$ cat src/sv/swhsr_pkg.sv
`timescale 1ns / 1ps
// Package for the single-wire humidity sensor reader.
// Holds the register map, reset values and the types shared by the reader's modules; no dependencies.
package swhsr_pkg;

    localparam int unsigned CFG_INDEX_W = 2;
    localparam int unsigned CFG_DATA_W  = 16;

    localparam logic [CFG_INDEX_W-1:0] REG_START_LOW    = 2'd0;
    localparam logic [CFG_INDEX_W-1:0] REG_RELEASE      = 2'd1;
    localparam logic [CFG_INDEX_W-1:0] REG_SAMPLE_DELAY = 2'd2;
    localparam logic [CFG_INDEX_W-1:0] REG_WAIT_LIMIT   = 2'd3;

    localparam logic [15:0] START_LOW_RESET    = 16'd18000;
    localparam logic [7:0]  RELEASE_RESET      = 8'd20;
    localparam logic [7:0]  SAMPLE_DELAY_RESET = 8'd30;
    localparam logic [7:0]  WAIT_LIMIT_RESET   = 8'd100;

    localparam int unsigned FRAME_BYTES_DEFAULT = 5;
    localparam int unsigned BITS_PER_BYTE       = 8;

    // Input word kinds carried on the slave tuser bit.
    localparam logic CMD_TICK  = 1'b0;
    localparam logic CMD_START = 1'b1;

    typedef struct packed {
        logic [15:0] start_low_ticks;
        logic [7:0]  release_ticks;
        logic [7:0]  sample_delay_ticks;
        logic [7:0]  wait_limit_ticks;
    } cfg_t;

    typedef struct packed {
        logic       busy_res;
        logic       timed_out;
        logic       transfer_done;
        logic [2:0] byte_number;
        logic [7:0] data_byte;
        logic       drive_low;
        logic       byte_valid;
    } result_t;

endpackage

$ cat src/sv/single_wire_humidity_sensor_reader.sv
`timescale 1ns / 1ps
// Top level of the single-wire humidity sensor reader: config registers, sequencer, result register.
// Depends on swhsr_pkg, swhsr_core and swhsr_out_reg.
//
//   Channel   Direction  Handshake            Contents
//   s_*       in         s_tvalid/s_tready    tuser: command; tdata: line_level
//   m_*       out        m_tvalid/m_tready    tuser: byte_valid; tdata: result fields
//   cfg_*     in         cfg_we               cfg_index selects register, cfg_data value
//
// The sequencer state and the result register are both updated at the edge where an input word is
// accepted, so one word per cycle is sustained while the sink takes every result.
// The result of a word appears on the master side in the cycle after it is accepted.
// s_tready is low only while the result register holds a word the sink has not taken;
// a stall on the master side therefore stalls the slave side with no word lost.
// Reset returns the sequencer to idle and loads all configuration registers with
// their default values.
module single_wire_humidity_sensor_reader #(
    parameter int unsigned FRAME_BYTES = swhsr_pkg::FRAME_BYTES_DEFAULT
) (
    input  logic                               clk,
    input  logic                               rst_n,
    input  logic                               s_tvalid,
    output logic                               s_tready,
    input  logic                               s_tuser,   // command
    input  logic [7:0]                         s_tdata,   // line_level, zero fill
    output logic                               m_tvalid,
    input  logic                               m_tready,
    output logic                               m_tuser,   // byte_valid
    // drive_low, data_byte, byte_number, transfer_done, timed_out, busy_res, zero fill
    output logic [15:0]                        m_tdata,
    input  logic                               cfg_we,
    input  logic [swhsr_pkg::CFG_INDEX_W-1:0]  cfg_index,
    input  logic [swhsr_pkg::CFG_DATA_W-1:0]   cfg_data
);

    swhsr_pkg::cfg_t    cfg_reg;
    swhsr_pkg::result_t core_result;
    swhsr_pkg::result_t out_result;
    logic               out_free;
    logic               in_fire;

    // Config writes land unchecked; the user must issue them only while no word is in flight.
    always_ff @(posedge clk or negedge rst_n)
    begin
        if (!rst_n)
        begin
            cfg_reg.start_low_ticks    <= swhsr_pkg::START_LOW_RESET;
            cfg_reg.release_ticks      <= swhsr_pkg::RELEASE_RESET;
            cfg_reg.sample_delay_ticks <= swhsr_pkg::SAMPLE_DELAY_RESET;
            cfg_reg.wait_limit_ticks   <= swhsr_pkg::WAIT_LIMIT_RESET;
        end
        else if (cfg_we)
        begin
            case (cfg_index)
                swhsr_pkg::REG_START_LOW:    cfg_reg.start_low_ticks    <= cfg_data;
                swhsr_pkg::REG_RELEASE:      cfg_reg.release_ticks      <= cfg_data[7:0];
                swhsr_pkg::REG_SAMPLE_DELAY: cfg_reg.sample_delay_ticks <= cfg_data[7:0];
                swhsr_pkg::REG_WAIT_LIMIT:   cfg_reg.wait_limit_ticks   <= cfg_data[7:0];
                default:                     cfg_reg <= cfg_reg;
            endcase
        end
    end

    assign s_tready = out_free;
    assign in_fire  = s_tvalid && out_free;

    swhsr_core #(
        .FRAME_BYTES (FRAME_BYTES)
    ) u_core (
        .clk        (clk),
        .rst_n      (rst_n),
        .fire       (in_fire),
        .command    (s_tuser),
        .line_level (s_tdata[0]),
        .cfg        (cfg_reg),
        .result     (core_result)
    );

    swhsr_out_reg u_out_reg (
        .clk       (clk),
        .rst_n     (rst_n),
        .load      (in_fire),
        .load_data (core_result),
        .free      (out_free),
        .out_valid (m_tvalid),
        .out_ready (m_tready),
        .out_data  (out_result)
    );

    assign m_tuser = out_result.byte_valid;
    assign m_tdata = {1'b0,
                      out_result.busy_res,
                      out_result.timed_out,
                      out_result.transfer_done,
                      out_result.byte_number,
                      out_result.data_byte,
                      out_result.drive_low};

endmodule

$ cat src/sv/swhsr_core.sv
`timescale 1ns / 1ps
// Protocol sequencer: phase, tick counter and byte assembly, with the result of each word.
// Depends on swhsr_pkg.
module swhsr_core #(
    parameter int unsigned FRAME_BYTES = swhsr_pkg::FRAME_BYTES_DEFAULT
) (
    input  logic                   clk,
    input  logic                   rst_n,
    input  logic                   fire,
    input  logic                   command,
    input  logic                   line_level,
    input  swhsr_pkg::cfg_t        cfg,
    output swhsr_pkg::result_t     result
);

    typedef enum logic [3:0] {
        PH_IDLE,
        PH_START_LOW,
        PH_RELEASE,
        PH_RESP_LOW,
        PH_RESP_HIGH,
        PH_RESP_END,
        PH_BIT_HIGH,
        PH_SAMPLE,
        PH_BIT_LOW
    } phase_t;

    localparam logic [2:0] LAST_BIT  = 3'(swhsr_pkg::BITS_PER_BYTE - 1);
    localparam logic [2:0] LAST_BYTE = 3'(FRAME_BYTES - 1);

    phase_t      phase_reg, phase_next;
    logic [15:0] tick_reg, tick_next;
    logic [2:0]  bit_reg, bit_next;
    logic [2:0]  byte_reg, byte_next;
    logic [7:0]  shift_reg, shift_next;

    logic [15:0] tick_inc;
    logic [7:0]  shifted;
    logic        want_high;
    logic        frame_done;

    always_comb
    begin
        tick_inc   = (tick_reg == 16'hFFFF) ? tick_reg : tick_reg + 16'd1;
        shifted    = {shift_reg[6:0], line_level};
        want_high  = (phase_reg == PH_RESP_HIGH) || (phase_reg == PH_BIT_HIGH);
        frame_done = (byte_reg >= LAST_BYTE);

        phase_next = phase_reg;
        tick_next  = tick_reg;
        bit_next   = bit_reg;
        byte_next  = byte_reg;
        shift_next = shift_reg;

        result = '0;

        if (command == swhsr_pkg::CMD_START)
        begin
            phase_next = PH_START_LOW;
            tick_next  = '0;
            bit_next   = '0;
            byte_next  = '0;
            shift_next = '0;
        end
        else
        begin
            case (phase_reg)
                PH_IDLE:
                begin
                    phase_next = PH_IDLE;
                end
                PH_START_LOW:
                begin
                    tick_next = tick_inc;
                    if (tick_inc >= cfg.start_low_ticks)
                    begin
                        phase_next = PH_RELEASE;
                        tick_next  = '0;
                    end
                end
                PH_RELEASE:
                begin
                    tick_next = tick_inc;
                    if (tick_inc >= {8'd0, cfg.release_ticks})
                    begin
                        phase_next = PH_RESP_LOW;
                        tick_next  = '0;
                    end
                end
                PH_RESP_LOW, PH_RESP_HIGH, PH_RESP_END, PH_BIT_HIGH, PH_BIT_LOW:
                begin
                    if (line_level == want_high)
                    begin
                        tick_next = '0;
                        case (phase_reg)
                            PH_RESP_LOW:  phase_next = PH_RESP_HIGH;
                            PH_RESP_HIGH: phase_next = PH_RESP_END;
                            PH_BIT_HIGH:  phase_next = PH_SAMPLE;
                            default:      phase_next = PH_BIT_HIGH;
                        endcase
                    end
                    else if (tick_inc > {8'd0, cfg.wait_limit_ticks})
                    begin
                        // Expected edge never came: abandon the frame.
                        result.timed_out = 1'b1;
                        phase_next       = PH_IDLE;
                        tick_next        = '0;
                    end
                    else
                    begin
                        tick_next = tick_inc;
                    end
                end
                PH_SAMPLE:
                begin
                    tick_next = tick_inc;
                    if (tick_inc >= {8'd0, cfg.sample_delay_ticks})
                    begin
                        tick_next = '0;
                        if (bit_reg >= LAST_BIT)
                        begin
                            result.byte_valid    = 1'b1;
                            result.data_byte     = shifted;
                            result.byte_number   = byte_reg;
                            result.transfer_done = frame_done;
                            bit_next             = '0;
                            shift_next           = '0;
                            if (frame_done)
                            begin
                                byte_next  = '0;
                                phase_next = PH_IDLE;
                            end
                            else
                            begin
                                byte_next  = byte_reg + 3'd1;
                                phase_next = PH_BIT_LOW;
                            end
                        end
                        else
                        begin
                            shift_next = shifted;
                            bit_next   = bit_reg + 3'd1;
                            phase_next = PH_BIT_LOW;
                        end
                    end
                end
                default:
                begin
                    phase_next = PH_IDLE;
                end
            endcase
        end

        result.drive_low = (phase_next == PH_START_LOW);
        result.busy_res  = (phase_next != PH_IDLE);
    end

    always_ff @(posedge clk or negedge rst_n)
    begin
        if (!rst_n)
        begin
            phase_reg <= PH_IDLE;
            tick_reg  <= '0;
            bit_reg   <= '0;
            byte_reg  <= '0;
            shift_reg <= '0;
        end
        else if (fire)
        begin
            phase_reg <= phase_next;
            tick_reg  <= tick_next;
            bit_reg   <= bit_next;
            byte_reg  <= byte_next;
            shift_reg <= shift_next;
        end
    end

endmodule

$ cat src/sv/swhsr_out_reg.sv
`timescale 1ns / 1ps
// Result register of the reader: holds one result word until the sink takes it.
// Depends on swhsr_pkg.
module swhsr_out_reg (
    input  logic               clk,
    input  logic               rst_n,
    input  logic               load,
    input  swhsr_pkg::result_t load_data,
    output logic               free,
    output logic               out_valid,
    input  logic               out_ready,
    output swhsr_pkg::result_t out_data
);

    logic               valid_reg;
    swhsr_pkg::result_t data_reg;

    // The register can take a new word when empty or when its word leaves this cycle.
    assign free      = !valid_reg || out_ready;
    assign out_valid = valid_reg;
    assign out_data  = data_reg;

    always_ff @(posedge clk or negedge rst_n)
    begin
        if (!rst_n)
        begin
            valid_reg <= 1'b0;
        end
        else if (load)
        begin
            valid_reg <= 1'b1;
        end
        else if (out_ready)
        begin
            valid_reg <= 1'b0;
        end
    end

    always_ff @(posedge clk)
    begin
        if (load)
        begin
            data_reg <= load_data;
        end
    end

endmodule

$ cat config.mk
export PLATFORM = sky130hd
export DESIGN_NAME = single_wire_humidity_sensor_reader
export DESIGN_NICKNAME = d
export VERILOG_FILES = /design/src/sv/swhsr_pkg.sv /design/src/sv/single_wire_humidity_sensor_reader.sv /design/src/sv/swhsr_core.sv /design/src/sv/swhsr_out_reg.sv
export SDC_FILE = /design/constraint.sdc
export NUM_CORES = 1
export LEC_CHECK = 0
export ABC_AREA = 1
export BUFFER_PORTS_ARGS = -buffer_cell sky130_fd_sc_hd__clkbuf_2
export CORE_MARGIN = 4
export CORE_UTILIZATION = 54
export CTS_CLUSTER_SIZE = 8
export DETAILED_ROUTE_END_ITERATION = 6
export GPL_ROUTABILITY_DRIVEN = 0
export GPL_TIMING_DRIVEN = 0
export MAX_ROUTING_LAYER = met4
export PLACE_DENSITY = 0.86
export SLEW_MARGIN = 20
export SYNTH_ARGS = -nofsm -noshare
export SYNTH_HDL_FRONTEND = slang
export SYNTH_SLANG_ARGS = --single-unit
$ cat constraint.sdc
create_clock -name clk -period 3.13 [get_ports clk]
set_input_delay 0.4695 -clock clk [delete_from_list [all_inputs] [get_ports clk]]
set_output_delay 0.4695 -clock clk [all_outputs]
set_load 0.05 [all_outputs]
# Word-level counts from Yosys, hierarchy flattened
# Cells that the tools add are included.
dict set report classes {
  n_addsub 3
  order_cmp 6
  n_eq_ne 14
  n_bitwise 4
  shift 0
  multipliers 0
  n_mux 35
  div_mod_pow 0
  reduce_logical 22
}
# op n
set op_table {}
lappend op_table {{16-bit 2-to-1 mux} 7}
lappend op_table {{16-bit case mux with 4 select lines} 1}
lappend op_table {{16-bit by 8-bit >= comparator with 1-bit output} 2}
lappend op_table {{4-bit 2-to-1 mux} 8}
lappend op_table {{7-bit 2-to-1 mux} 4}
lappend op_table {{3-bit 2-to-1 mux} 9}
lappend op_table {{16-bit by 1-bit adder with 16-bit output, second input constant} 1}
lappend op_table {{16-bit == test, second input constant} 1}
lappend op_table {{4-bit by 3-bit == test with 1-bit output, second input constant} 4}
lappend op_table {{16-bit >= comparator} 1}
lappend op_table {{16-bit by 8-bit greater-than comparator with 1-bit output} 1}
lappend op_table {{4-bit case mux with 4 select lines} 1}
lappend op_table {{2-bit AND reduction} 5}
lappend op_table {{4-bit by 1-bit == test with 1-bit output, second input constant} 2}
lappend op_table {{4-bit by 2-bit == test with 1-bit output, second input constant} 2}
lappend op_table {{2-bit nonzero test} 4}
lappend op_table {{3-bit by 1-bit adder with 3-bit output, second input constant} 2}
lappend op_table {{3-bit >= comparator, second input constant} 2}
lappend op_table {{2-bit case mux with 3 select lines} 1}
lappend op_table {{3-bit OR reduction} 2}
lappend op_table {{5-bit nonzero test} 1}
lappend op_table {{5-bit OR reduction} 1}
lappend op_table {{2-bit == test, second input constant} 2}
lappend op_table {{4-bit == test, second input constant} 1}
lappend op_table {{other kinds (12)} 19}
dict set report word_totals {
  ram_bits 0
  regBits 90
  latch_bits 0
  n_memories 0
  rom_bits 0
  in_bits 32
}

# Logic depth before layout (Yosys ltp)
# Gate-level depths: netlist (run 1).
dict set report depth {
  word_depth 8
  mapped_depth 22
  depth_no_buf 22
}

# Hierarchy
# From an unflattened synthesis (run 1), not the netlist that was laid out.
dict set report hier_totals {
  hier_cells 710
  hier_area_um2 5686.7
}
# mod seq_area_each_um2 instances cells_each area_per_inst_um2
set by_module_without_submodules {}
lappend by_module_without_submodules {swhsr_core 825.8 1 507 3417.0}
lappend by_module_without_submodules {single_wire_humidity_sensor_reader 1018.5 1 182 1744.2}
lappend by_module_without_submodules {swhsr_out_reg 505.5 1 21 525.5}

# Worst setup path before layout (run 1)
# Ideal clock, no wire load.
dict set report synth_path {
  path_type {register -> register}
  from {reg u_core.tick_reg[0]}
  to {reg u_core.tick_reg[7]}
  n_path_buf 2
  t_arrival_ns 2.927
  path_slack_ns 0.126
  synth_period_minus_slack_ns 3.004
  setup_ns 0.077
  path_stages_with_launch 20
  path_cell_list {dfrtp_1 -> ha_1 -> inv_1 -> nor2_4 -> nand2_4 -> nor2_4 -> inv_2 -> buf_6 -> nand2_2 -> ha_1 -> nand2_1 -> inv_1 -> o21bai_1 -> a21oi_1 -> a2111oi_0 -> nand2_2 -> a21oi_4 -> buf_12 -> nand3_2 -> o21ai_1}
}
dict set report synth_between {
  elab_chain_cells 7
  elab_cells_between_ends 14
  classes_between {1 x add/sub; 4 x order compare; 1 x eq/ne; 8 x mux}
}
# item line
set synth_lines {}
lappend synth_lines {{start, declared} swhsr_core.sv:32} ;# logic [15:0] tick_reg, tick_next;
lappend synth_lines {{start signal, assigned} swhsr_core.sv:171} ;# tick_reg <= tick_next;
lappend synth_lines {{16-bit by 1-bit adder with 16-bit output or 16-bit == test (tied branches)} swhsr_core.sv:44} ;# tick_inc = (tick_reg == 16'hFFFF) ? tick_reg : tick_reg + 16'd1;
lappend synth_lines {{16-bit 2-to-1 mux (*)} swhsr_core.sv:44}
lappend synth_lines {{16-bit by 8-bit greater-than comparator with 1-bit output} swhsr_core.sv:102} ;# else if (tick_inc > {8'd0, cfg.wait_limit_ticks})
lappend synth_lines {{16-bit 2-to-1 mux} swhsr_core.sv:102}
lappend synth_lines {{16-bit 2-to-1 mux} swhsr_core.sv:92} ;# if (line_level == want_high)
lappend synth_lines {{16-bit case mux with 4 select lines (*)} swhsr_core.sv:67} ;# case (phase_reg)
lappend synth_lines {{16-bit 2-to-1 mux (*)} swhsr_core.sv:57} ;# if (command == swhsr_pkg::CMD_START)
# Every way passes the cells marked *; elsewhere a longest branch is shown, timed or not.
# A chain may end at the register's enable or synchronous reset.

# Final worst setup path (run 1)
dict set report layout_path {
  from {reg u_core.tick_reg[6]}
  to {reg u_core.tick_reg[2]}
}
# Same word-level chain as after synthesis.

==> flow_summary.json, run 1 <==
{
  "slowest_stage": "a2111oi_4",
  "ant_nets": 0,
  "grt.busiest_layer": "met2",
  "clk_pin_slew_ns": 0.10,
  "numCtsBuffers": 9,
  "max_slew_margin_pct": 45.77,
  "rsz0062_at_grt": "yes",
  "cp_max_fo": 10,
  "synthCells": 664,
  "antenna_found_initial": 0,
  "slew_viol_final": 0,
  "synth_edf_count": 16,
  "critPathCaptureType": "flop",
  "wirelength_um": 15340,
  "design.core.area_sq_um": 9864,
  "hold_class": "input pin to asynchronous set/reset pin",
  "vias_per_cell": 5.845,
  "yosys_warnings": 0,
  "post_dp_cell_area_sq_um": 5904,
  "io_buffer_count": 42,
  "drtIter0Drc": 555,
  "synth_area_sq_um": 5498,
  "min_period_over_period_pct": 111.1,
  "grt_pass1_wl_um": 22580,
  "pre_cts_ws_ns": -0.5407,
  "status": "finished, violations left",
  "largest_register_ffs": 40,
  "worst_path_dominant_cell_family": "compound AO/OA/AOI/OAI gates",
  "power_frac_seq_pct": 44.9,
  "critPathBufInv": 4,
  "ys_top_cells_by_area": "dfrtp_1 27%, ha_1 9.3%, edfxtp_1 8.7%",
  "drc": 0,
  "grt_max_degree": 48,
  "worstSetupStartpointType": "flop",
  "setup_viol": 45,
  "die_w_um": 108.9,
  "hpwl_um": 9690,
  "synth_area_per_cell_sq_um": 8.280,
  "synth_top_area_share_pct": 27.31,
  "r2r_cells": 17,
  "synthesis.nets": 737,
  "tns_ns": -7.039,
  "insertion_delay_ns": 0.39,
  "clockBufferDepth": 2,
  "worst_slack_ns": -0.3484,
  "clock_sinks": 90,
  "dieArea_sq_um": 11860,
  "diodes": 0,
  "required_ns": 3.43,
  "ctsHtreeMaxLevel": 3,
  "hold_viol": 0,
  "routedWlPerCell_um": 17.39,
  "io_pins": 51,
  "crit_end": "u_core.tick_reg[2]",
  "drv_cap": 0,
  "vias": 5155,
  "grt_pass1_vias": 4792,
  "ys_seq_elements": 90,
  "worstReg2RegEnd": "u_core.tick_reg[2]",
  "die_h_um": 108.9,
  "use_met3_pct": 3.493,
  "swShare_pct": 37.82,
  "synth_top_area_cell": "dfrtp_1",
  "grt_overflow": 0,
  "fmax_mhz": 287.5,
  "worst_pin_slew_ns": 0.8126,
  "cp.arrival_ns": 3.78,
  "root_buffer": "clkbuf_8",
  "fin_hold_ws_ns": 0.02306,
  "combPwrFrac_pct": 31.0,
  "cp_cell_sequence": "nand2_1, nor2_4, nand2_4, nor2_4, buf_4, inv_2, buf_6, nand2_1, ha_1, a21oi_1, nor2_1, a2111oi_4, nand2_2, a21oi_4, buf_6, nand3_1, o21ai_1",
  "worstSetupPathType": "flop to flop",
  "layout-drive-gt1-share_pct": 27.24,
  "synth_cell_types": 43,
  "first_pass_iters": 6,
  "async_flop_share_pct": 82.22,
  "start_util_pct": 55.73,
  "grtUsageMet1_pct": 30.99,
  "p_per_area_nw_per_um2": 491.5,
  "p_int_w": 0.002002,
  "final_nets": 817,
  "synth.most_common_cell": "nand2_1",
  "rows": 36,
  "irDropWorstVdd_v": 0.0003693,
  "leakagePower_nw": 3.185,
  "slowest_delay_ns": 0.52,
  "netlist_top_cells_count": "128 x nand2_1, 107 x inv_1, 60 x dfrtp_1",
  "regToRegSetupSlack_ns": -0.35,
  "hold_buffers": 0,
  "seq_area_frac_synth_pct": 42.74,
  "p_clk_share_pct": 24.0,
  "synth_flop_cell": "dfrtp_1",
  "worstSetupStartpoint": "u_core.tick_reg[6]",
  "r2r_start": "u_core.tick_reg[6]",
  "cts_tree": "built",
  "met2_usage_pct": 41.14,
  "crit_cells": 17,
  "design_area_sq_um": 6551,
  "fin_crit_ns": 3.478,
  "failed_checks": "negative setup slack",
  "finClkSkew_ns": 0.01295,
  "switchingPower_w": 0.001218,
  "grt_usage_pct": 25.16,
  "syn_to_final_growth_pct": 19.16
}
cell usage in the layout, fill, tap and decap left out, drive strengths merged:
cell type,n
dfrtp,60
o221a,1
dfstp,14
nor2,67
ha,41
nand4,8
nor3,10
o21bai,1
o21a,1
a21oi,27
edfxtp,16
a211oi,3
clkbuf,59
clkinv,2
xor2,8
a31o,1
nor4,1
inv,117
clkinvlp,3
a2111oi,1
nand2,141
nand3,58
buf,34
o21ai,73
conb,1
o31ai,1
through the flow:
| step | instances | utilization, % | power (W) |
|---|---|---|---|
| 2_1_floorplan | 664 | - | 0.002039 |
| 3_3_place_gp | 839 | 59.55 | 0.002215 |
| 3_5_place_dp | 840 | 59.86 | 0.002294 |
| 4_1_cts | 869 | 63.76 | 0.003110 |
| 5_1_grt | 882 | 66.41 | 0.003388 |
| 6_report | 882 | 66.41 | 0.003220 |
metal layers:
metal  wire length, um  vias to the layer above
li1                  -                     2300
met1              5447                     2385
met2              7421                      343
met3              1392                      127
met4              1081                        0
met5                 0                        -
power by group through the flow:
| stage | combinational [W] | sequential [W] | clock, W |
|---|---|---|---|
| after CTS | 0.000901 | 0.00144 | 0.000770 |
| final | 0.00100 | 0.00145 | 0.000774 |
| after global routing | 0.00110 | 0.00146 | 0.000826 |
| after floorplan | 0.000554 | 0.00149 | 0 |
| after global placement | 0.000762 | 0.00145 | 0 |
| after detailed placement | 0.000832 | 0.00146 | 0 |
area by class of cell:
cell class                 instances  area [sq um]
buffer                            15         118.9
clock buffer                       9         123.9
clock inverter                     7         60.06
fill                             719          3313
inverter                         115         434.2
multi-input combinational        444          2823
sequential                        90          2352
tap                              133         166.4
timing repair buffer              69         473.0
how the worst min path moves through the flow:
stage	from	endpoint	slack, ns
2_1_floorplan	rst_n	cfg_reg[0]	0.17
3_3_place_gp	cfg_reg[8]	cfg_reg[8]	0.47
3_5_place_dp	rst_n	cfg_reg[7]	0.45
4_1_cts	rst_n	cfg_reg[7]	0.04
5_1_grt	rst_n	u_core.bit_reg[2]	0.05
6_report	rst_n	cfg_reg[7]	0.02
logic make-up after synthesis:
group	share of synthesized area (%)
flops	42.74
fa+ha+maj	9.331
other cells	0.06821
buf+inv	9.786
xor+xnor	1.411
simple gates	25.40
compound gates	11.27
repair_timing:
action,CTS,global route
setup buffers,13,12
pin swaps,11,25
cloned,0,1
resized for setup,24,40
endpoints found under the setup margin,49,47
No activity file was read; power rests on OpenSTA's default activity.
==> run 2, diff against run 1 <==
- ABC_AREA: 1 -> default
- PLACE_DENSITY: 0.86 -> 0.87
==> flow_summary.json, run 2 <==
{
  "drc": 0,
  "hold_viol": 0,
  "swShare_pct": 34.17,
  "worstReg2RegEnd": "u_core.tick_reg[4]",
  "die_h_um": 108.1,
  "worst_slack_ns": -1.214,
  "synth_area_per_cell_sq_um": 9.419,
  "numCtsBuffers": 9,
  "ant_nets": 0,
  "syn_to_final_growth_pct": 30.02,
  "final_nets": 748,
  "ys_seq_elements": 90,
  "finalNonFillerCells": 813,
  "critPathMostFrequentCell": "nand4_1",
  "max_slew_margin_pct": 45.75,
  "worst_path_dominant_cell_family": "simple AND/OR/NAND/NOR gates",
  "cp_max_fo": 7,
  "fin_hold_ws_ns": 0.02307,
  "r2r_start": "u_core.tick_reg[3]",
  "final_cell_mix": "66 x inv_1, 55 x nand2_1, 55 x dfrtp_1",
  "critPathCaptureType": "flop",
  "power_frac_seq_pct": 48.0,
  "fmax_mhz": 230.2,
  "finClkSkew_ns": 0.01401,
  "drtIter0Drc": 375,
  "cts_tree": "built",
  "clock_sinks": 90,
  "combPwrFrac_pct": 26.0,
  "status": "finished, violations left",
  "synth_xor_area_share_pct": 1.759,
  "root_buffer": "clkbuf_8",
  "yosys_warnings": 0,
  "grt_overflow": 0,
  "irDropWorstVdd_v": 0.0003373,
  "p_per_area_nw_per_um2": 424.8,
  "yosys.area_share.adder_pct": 9.489,
  "synth.most_common_cell": "inv_1",
  "grt_usage_pct": 25.10,
  "synth_top_family_by_area": "simple AND/OR/NAND/NOR gates",
  "min_period_over_period_pct": 138.8,
  "synth_cell_types": 57,
  "synth_top_area_cell": "dfrtp_1",
  "grt_pass1_wl_um": 22520,
  "switchingPower_w": 0.001020,
  "tns_ns": -48.31,
  "layout-drive-gt1-share_pct": 38.24,
  "fin_crit_ns": 4.344,
  "synth_simple_gate_area_share_pct": 17.87,
  "worstSetupStartpointType": "flop",
  "insertion_delay_ns": 0.39,
  "vias": 4995,
  "synth_mux_area_share_pct": 5.577,
  "leakagePower_nw": 3.125,
  "worstSetupStartpoint": "u_core.tick_reg[3]",
  "worst_pin_slew_ns": 0.8128,
  "routedWlPerCell_um": 18.44,
  "start_util_pct": 55.31,
  "io_pins": 51,
  "r2r_cells": 17,
  "vias_per_cell": 6.144,
  "grt_max_degree": 49,
  "mostFrequentLayoutCell": "inv_1",
  "crit_end": "u_core.tick_reg[4]",
  "synth_edf_count": 16,
  "netlist_top_cells_count": "68 x inv_1, 65 x nand2_1, 60 x dfrtp_1",
  "fin_total_pwr_w": 0.002986,
  "grt_pass1_vias": 4878,
  "setup_viol": 49,
  "slowest_stage": "or4_4",
  "clk_pin_slew_ns": 0.10,
  "diodes": 0,
  "wirelength_um": 14990,
  "p_clk_share_pct": 26.0,
  "antenna_found_initial": 0,
  "clockBufferDepth": 2,
  "async_flop_share_pct": 82.22,
  "cp.arrival_ns": 4.65,
  "synth_top_area_share_pct": 27.77,
  "seq_area_frac_synth_pct": 43.46,
  "regToRegSetupSlack_ns": -1.21,
  "p_int_w": 0.001966,
  "io_buffer_count": 42,
  "synthesis.nets": 647,
  "ctsHtreeMaxLevel": 3,
  "cp_cell_sequence": "nand4_1, or4_4, nand4_1, inv_2, nand3_2, nor2_2, or2_4, ha_4, nand4_1, nor2_1, a211oi_2, o31ai_2, a2111oi_4, a2111o_1, o41a_1, buf_4, o221ai_2",
  "hpwl_um": 9152,
  "hold_class": "input pin to asynchronous set/reset pin",
  "synth_compound_area_share_pct": 15.27,
  "failed_checks": "negative setup slack",
  "hold_buffers": 0,
  "dieArea_sq_um": 11680,
  "critPathBufInv": 2,
  "crit_cells": 17,
  "first_pass_iters": 5,
  "synth_area_sq_um": 5406,
  "design.core.area_sq_um": 9774,
  "largest_register_ffs": 40,
  "synthCells": 574,
  "dpl.cell_count": 750,
  "synth_flop_cell": "dfrtp_1",
  "slowest_delay_ns": 0.59,
  "rows": 36,
  "slew_viol_final": 0,
  "drv_cap": 0,
  "worstSetupPathType": "flop to flop",
  "required_ns": 3.43,
  "die_w_um": 108.1,
  "ys_top_cells_by_area": "dfrtp_1 28%, ha_1 9.5%, edfxtp_1 8.9%",
  "rsz0062_at_grt": "yes"
}
[run 2: changes by cell type after synthesis, moves of 17 or more]
cell and change:
and2_1 +17, nand2_1 -63, nand3_1 -32, inv_1 -39
nor2_1 -32, mux2_2 +25
[run 2: metal layers]
layer	GRT usage, %	vias up	share of wire [%]
met5	-	-	0
met1	30.00	2433	40
met2	41.07	251	49
met4	10.37	0	3.8
li1	-	2236	-
met3	5.791	75	6.8
[run 2: worst min path at each step]
stage / slack, ns / depth (start not counted) / to
global placement: 0.46 / 2 / u_core.shift_reg[6]
floorplan: 0.17 / 0 / cfg_reg[0]
CTS: 0.03 / 1 / cfg_reg[36]
detailed placement: 0.45 / 1 / cfg_reg[32]
global route: 0.04 / 1 / cfg_reg[36]
finish: 0.02 / 1 / cfg_reg[36]
[run 2: power groups by stage]
| stage | sequential (W) | clock (W) | combinational (W) |
|---|---|---|---|
| 6_report | 0.00143 | 0.000778 | 0.000776 |
| 3_3_place_gp | 0.00144 | 0 | 0.000567 |
| 3_5_place_dp | 0.00145 | 0 | 0.000618 |
| 5_1_grt | 0.00145 | 0.000838 | 0.000844 |
| 4_1_cts | 0.00142 | 0.000778 | 0.000686 |
| 2_1_floorplan | 0.00147 | 0 | 0.000408 |
[run 2: repair_timing]
| action | in CTS | in global routing |
|---|---|---|
| gates resized for setup | 36 | 74 |
| setup buffers | 31 | 15 |
| endpoints found under the hold margin | 0 | 0 |
| gates cloned | 1 | 4 |
| pin swaps | 35 | 43 |
| endpoints found under the setup margin | 49 | 49 |
[run 2: through the flow]
| stage | util [%] | instance area, sq um | worst slack (ns) |
|---|---|---|---|
| after global placement | 61.39 | 6001 | -1.353 |
| after CTS | 67.61 | 6609 | -1.186 |
| after global routing | 71.91 | 7029 | -1.365 |
| after floorplan | - | 5624 | -0.8269 |
| final | 71.91 | 7029 | -1.214 |
| after detailed placement | 61.70 | 6031 | -1.435 |
[run 2: logic make-up (layout without fill, tap and decap cells)]
kind of cell | Yosys count | in the layout
adder cells (fa/ha/maj) | 41 | 41
AND/OR/NAND/NOR | 188 | 188
AO/OA/AOI/OAI | 129 | 129
buffers and inverters | 88 | 194
multiplexers | 27 | 27
XOR/XNOR | 10 | 10
flip-flops | 90 | 90
other | 1 | 1
[run 2: cell type report]
cell class,instances,area (sq um)
buffer,19,168.9
clock buffer,9,123.9
clock inverter,7,57.56
fill,624,2745
inverter,68,255.2
multi-input combinational,396,3232
sequential,90,2356
tap,133,166.4
timing repair buffer,91,669.4
